## src/rtl/core/dnsdec_pkg.sv

```systemverilog
`timescale 1ns / 1ps
// ----------------------------------------------------------------------------
// DNS name decoder package
// Shared types, codes and fixed widths of the DNS name label decoder.
// ----------------------------------------------------------------------------
package dnsdec_pkg;

  localparam int RPW  = 14;
  localparam int LENW = 10;
  localparam int ADW  = 9;
  localparam int CHW  = 8;

  localparam logic       MODE_WRITE  = 1'b0;
  localparam logic       MODE_DECODE = 1'b1;

  localparam logic [1:0] ERR_OK   = 2'd0;
  localparam logic [1:0] ERR_LONG = 2'd1;
  localparam logic [1:0] ERR_HOPS = 2'd2;
  localparam logic [1:0] ERR_READ = 2'd3;

  localparam logic [1:0] TAG_LABEL   = 2'b00;
  localparam logic [1:0] TAG_POINTER = 2'b11;

  localparam logic [CHW-1:0] CHAR_DOT = 8'h2E;

  typedef struct packed {
    logic           mode;
    logic [ADW-1:0] address;
    logic [CHW-1:0] data;
  } in_req_t;

  typedef struct packed {
    logic [CHW-1:0] text_char0;
    logic [CHW-1:0] text_char1;
    logic [CHW-1:0] text_char2;
    logic [CHW-1:0] text_char3;
    logic [2:0]     char_count;
    logic           last;
    logic [8:0]     consumed_bytes;
    logic [1:0]     error_code;
  } out_rsp_t;

  typedef struct packed {
    logic           en;
    logic [ADW-1:0] addr;
    logic [CHW-1:0] data;
  } msg_wr_t;

  typedef enum logic [3:0] {
    S_IDLE,
    S_HEAD_RD,
    S_HEAD,
    S_PTR,
    S_LAB_RD,
    S_LAB,
    S_GRD,
    S_GCH,
    S_EMIT,
    S_ERR
  } dec_state_t;

endpackage

```

## src/rtl/core/dnsdec_msg_store.sv

```systemverilog
`timescale 1ns / 1ps
// ----------------------------------------------------------------------------
// DNS message byte store
// Single-port write, registered read byte memory with loaded length tracking.
// ----------------------------------------------------------------------------
module dnsdec_msg_store
  import dnsdec_pkg::*;
#(
  parameter int MSG_BYTES = 512
) (
  input  logic            clk,
  input  logic            rst_n,
  input  msg_wr_t         wr,
  input  logic [RPW-1:0]  rd_addr,
  output logic [CHW-1:0]  rd_data,
  output logic [LENW-1:0] loaded_len
);

  localparam int AW = $clog2(MSG_BYTES);
  localparam int ZW = RPW + 1;

  logic [CHW-1:0]  mem [MSG_BYTES];
  logic [CHW-1:0]  rd_data_r;
  logic [LENW-1:0] len_r;
  logic [LENW-1:0] len_nxt;
  logic            wr_ok;
  logic [LENW-1:0] wr_end;

  assign wr_ok  = wr.en && (ZW'(wr.addr) < ZW'(MSG_BYTES));
  assign wr_end = LENW'(wr.addr) + LENW'(1);

  always_comb begin
    len_nxt = len_r;
    if (wr_ok && (wr_end > len_r)) begin
      len_nxt = wr_end;
    end
  end

  always_ff @(posedge clk) begin
    if (!rst_n) begin
      len_r <= '0;
    end else begin
      len_r <= len_nxt;
    end
  end

  always_ff @(posedge clk) begin
    if (wr_ok) begin
      mem[AW'(wr.addr)] <= wr.data;
    end
    rd_data_r <= mem[rd_addr[AW-1:0]];
  end

  assign rd_data    = rd_data_r;
  assign loaded_len = len_r;

endmodule

```

## config.mk

```make
export PLATFORM = sky130hd
export DESIGN_NAME = dnsdec_msg_store
export DESIGN_NICKNAME = d
export VERILOG_FILES = /design/src/rtl/core/dnsdec_pkg.sv /design/src/rtl/core/dnsdec_msg_store.sv
export SDC_FILE = /design/constraint.sdc
export NUM_CORES = 2
export LEC_CHECK = 0
export BUFFER_PORTS_ARGS = -buffer_cell sky130_fd_sc_hd__buf_2
export CORE_MARGIN = 4
export CORE_UTILIZATION = 39
export CTS_CLUSTER_SIZE = 12
export DETAILED_ROUTE_END_ITERATION = 6
export PLACE_DENSITY = 0.53
export SLEW_MARGIN = 20
export SYNTH_ARGS = -nofsm -noshare
export SYNTH_HDL_FRONTEND = slang
export SYNTH_SLANG_ARGS = --single-unit
```

## constraint.sdc

```tcl
create_clock -name clk -period 7.5 [get_ports clk]
set_clock_uncertainty 0.15 [all_clocks]
set_input_delay 1.5 -clock clk [delete_from_list [all_inputs] [get_ports clk]]
set_output_delay 1.5 -clock clk [all_outputs]
set_load 0.02 [all_outputs]
```

==> results.yml <==
global_route:
  first_global_vias: 82800
  grt_pass1_wl_mm: 630
  antenna_found_initial: 36
  overflow: 0
  grt_max_degree: 181
  grt_usage: 0.206
critical_path:
  crit_required_ps: 8230
  crit_path_end_kind: "flip-flop"
  r2r_setup_slack_ps: 4220
  path_max_fanout: 48
  r2r-end: "rd_data[2]"
  arrival_ps: 5940
  path_class: "input pin to flip-flop"
  r2r-start: "mem[339][2]"
  startpoint_type: "input pin"
  r2r_cells: 8
place:
  dp.cells: 13400
  gp_congestion: 0.891
  dp_hpwl_mm: 268
  io_buffers: 46
clocking:
  cts_resized: 0
  cts_buffers: 413
  clock_sinks: 4114
  cts.clk_slew.worst_paths_ps: 60
  cts-root-buf: "clkbuf_16"
  cts_buffer_depth: 4
  ctsHoldBuffers: 0
  cts-htree-levels: 5
  cts_tree: "yes"
  cts_setup_buffers: 0
  clk_latency_ps: 990
status:
  run_status: "complete, no violations"
final_layout:
  multi_input_area_um2: 35500
  layout-drive-gt1-share: 0.170
  n_fill_cell: 35700
  register_area_um2: 123000
  fin_nets: 8413
  areaGrowthSynthToFinish_pct: 11.3
  layout.cells.non_filler: 14100
  fin_util: 0.436
timing:
  period_share: 0.696
  setup_violations: 0
  rsz0062_at_grt: "no"
  fin_crit_ps: 5220
  tns_ps: 0
  tightestPinTransition_ps: 1220
  final_hold_viol_count: 0
  slew_violations: 0
  slew-limit-headroom: 0.189
  hold_slack_ps: 363
  fmax_ghz: 0.192
yosys:
  netlist_instances: 8254
  yosysTopAreaCellShare: 0.760
  synth.avg_cell_area_um2: 19.6
  synth_most_common_cell: "edfxtp_1"
  syn_nets: 8302
  yosysTopAreaCell: "edfxtp_1"
  synth-edff-count: 4096
  synthesis.yosys.warnings: 0
  netlist_top_cells_count: "edfxtp_1, mux4_2, mux2i_1"
  ys_types: 78
  synthFlopType: "edfxtp_1"
  synth.area.top_cells: "edfxtp_1, mux4_2, mux2i_1, nor2_1, o221ai_1"
  seq_area_frac_synth: 0.762
  ys_ff_latch: 4114
  async_flop_share: 0
  syn_area_um2: 162000
die:
  die_area_um2: 425000
  die_x_um: 652
  fp-row-count: 236
  core_area_um2: 413000
  io_pins: 52
  start_util: 0.392
  die_y_um: 652
routing:
  wl_per_cell_um: 31.7
  vias: 82300
  viasPerCell: 5.83
  drcViolationCount: 0
  routed_wl_mm: 446
  ant_nets: 0
  drt_iter0_markers: 9362
  drt_pre_antenna_iters: 6
power:
  leakage_nw: 56.0
  peakVddDrop_v: 0.000205
  total_power_mw: 46.8
  pwr_density_cell_nw_per_um2: 260
flow_run:
  cap_viol_max_count: 0
worst_hold_path:
  min_path_cells: 2
  hp-start: "loaded_len[1]"
  holdCritPathClass: "flip-flop to flip-flop"
  hold_end: "loaded_len[1]"
final cells by class:
class,instances,area share
Antenna cell,16,0.000222
Clock buffer,532,0.0611
Clock inverter,132,0.00592
Inverter,17,0.000424
Multi-Input combinational cell,3593,0.197
Sequential cell,4114,0.685
Tap cell,5474,0.0380
Timing Repair Buffer,226,0.0127
report_power, final:
group          leakage [nW]  total (mW)  switching [mW]  internal (mW)
combinational          13.2        2.40            1.66          0.737
sequential             37.0        25.4          0.0374           25.3
clock                  5.86        19.1            8.43           10.6
total                  56.0        46.8            10.1           36.7
cell usage in the layout (no fill, tap or decap), drive strengths merged, types with 21 or more instances in the layout:
master	count
edfxtp	4096
nor4	36
a21oi	143
mux4	717
nand2	228
buf	225
clkbuf	533
o22ai	179
mux2i	659
nand3	94
nand4	28
o21ai	68
a2111oi	26
o221ai	237
inv	26
nor3	196
clkinv	108
a211oi	45
nor2	637
o21a	21
cells by family (layout without fill, tap and decap cells):
logic type | after synthesis | in the layout | synth area share
DFF | 4114 | 4114 | 0.762
muxes | 1390 | 1390 | 0.142
and+or+nand+nor | 1331 | 1331 | 0.0368
AOI/OAI and AO/OA | 851 | 851 | 0.0375
buffers and inverters | 547 | 907 | 0.0202
adders and majority gates | 14 | 14 | 0.00108
xor gates and xnor gates | 7 | 7 | 0.000379
other | 0 | 16 | 0
worst max-delay path, cell delays in order:
cell and delay (ps):
clkbuf_8 470, nand2_4 660, buf_4 500, buf_4 320
o221ai_1 350, a21oi_1 240, nor4_1 380, nand4_1 610
and4_1 560, nor3_1 190
per-stage QoR:
step | setup WS [ps] | area [µm²]
2_1_floorplan | 3380 | 162000
3_3_place_gp | 1370 | 168000
3_5_place_dp | 1470 | 168000
4_1_cts | 2520 | 180000
5_1_grt | 2370 | 180000
6_report | 2280 | 180000
worst max-delay path by stage:
| stage | startpoint | to | slack [ps] | cells past startpoint |
|---|---|---|---|---|
| after floorplan | wr[10] | loaded_len[2] | 3380 | 12 |
| after global placement | rd_addr[2] | rd_data[2] | 1370 | 10 |
| after detailed placement | rd_addr[2] | rd_data[2] | 1470 | 10 |
| after CTS | rd_addr[2] | rd_data[2] | 2520 | 10 |
| after global routing | rd_addr[2] | rd_data[5] | 2370 | 11 |
| final | rd_addr[2] | rd_data[0] | 2280 | 10 |
metal layers:
layer  part of all wire  vias up  wire length, µm  track usage
met5           0.000025        -               11            0
met3              0.082      647            36500       0.0408
met1               0.42    43900           186000        0.291
met4              0.028        2            12600       0.0553
met2               0.47     3421           211000        0.327
li1                   -    34300                -            -
flip-flops by register name (all words and copies together) (netlist names):
name	count
mem	4096
loaded_len	10
rd_data	8
Note: power is estimated with default switching activity, not from simulation.
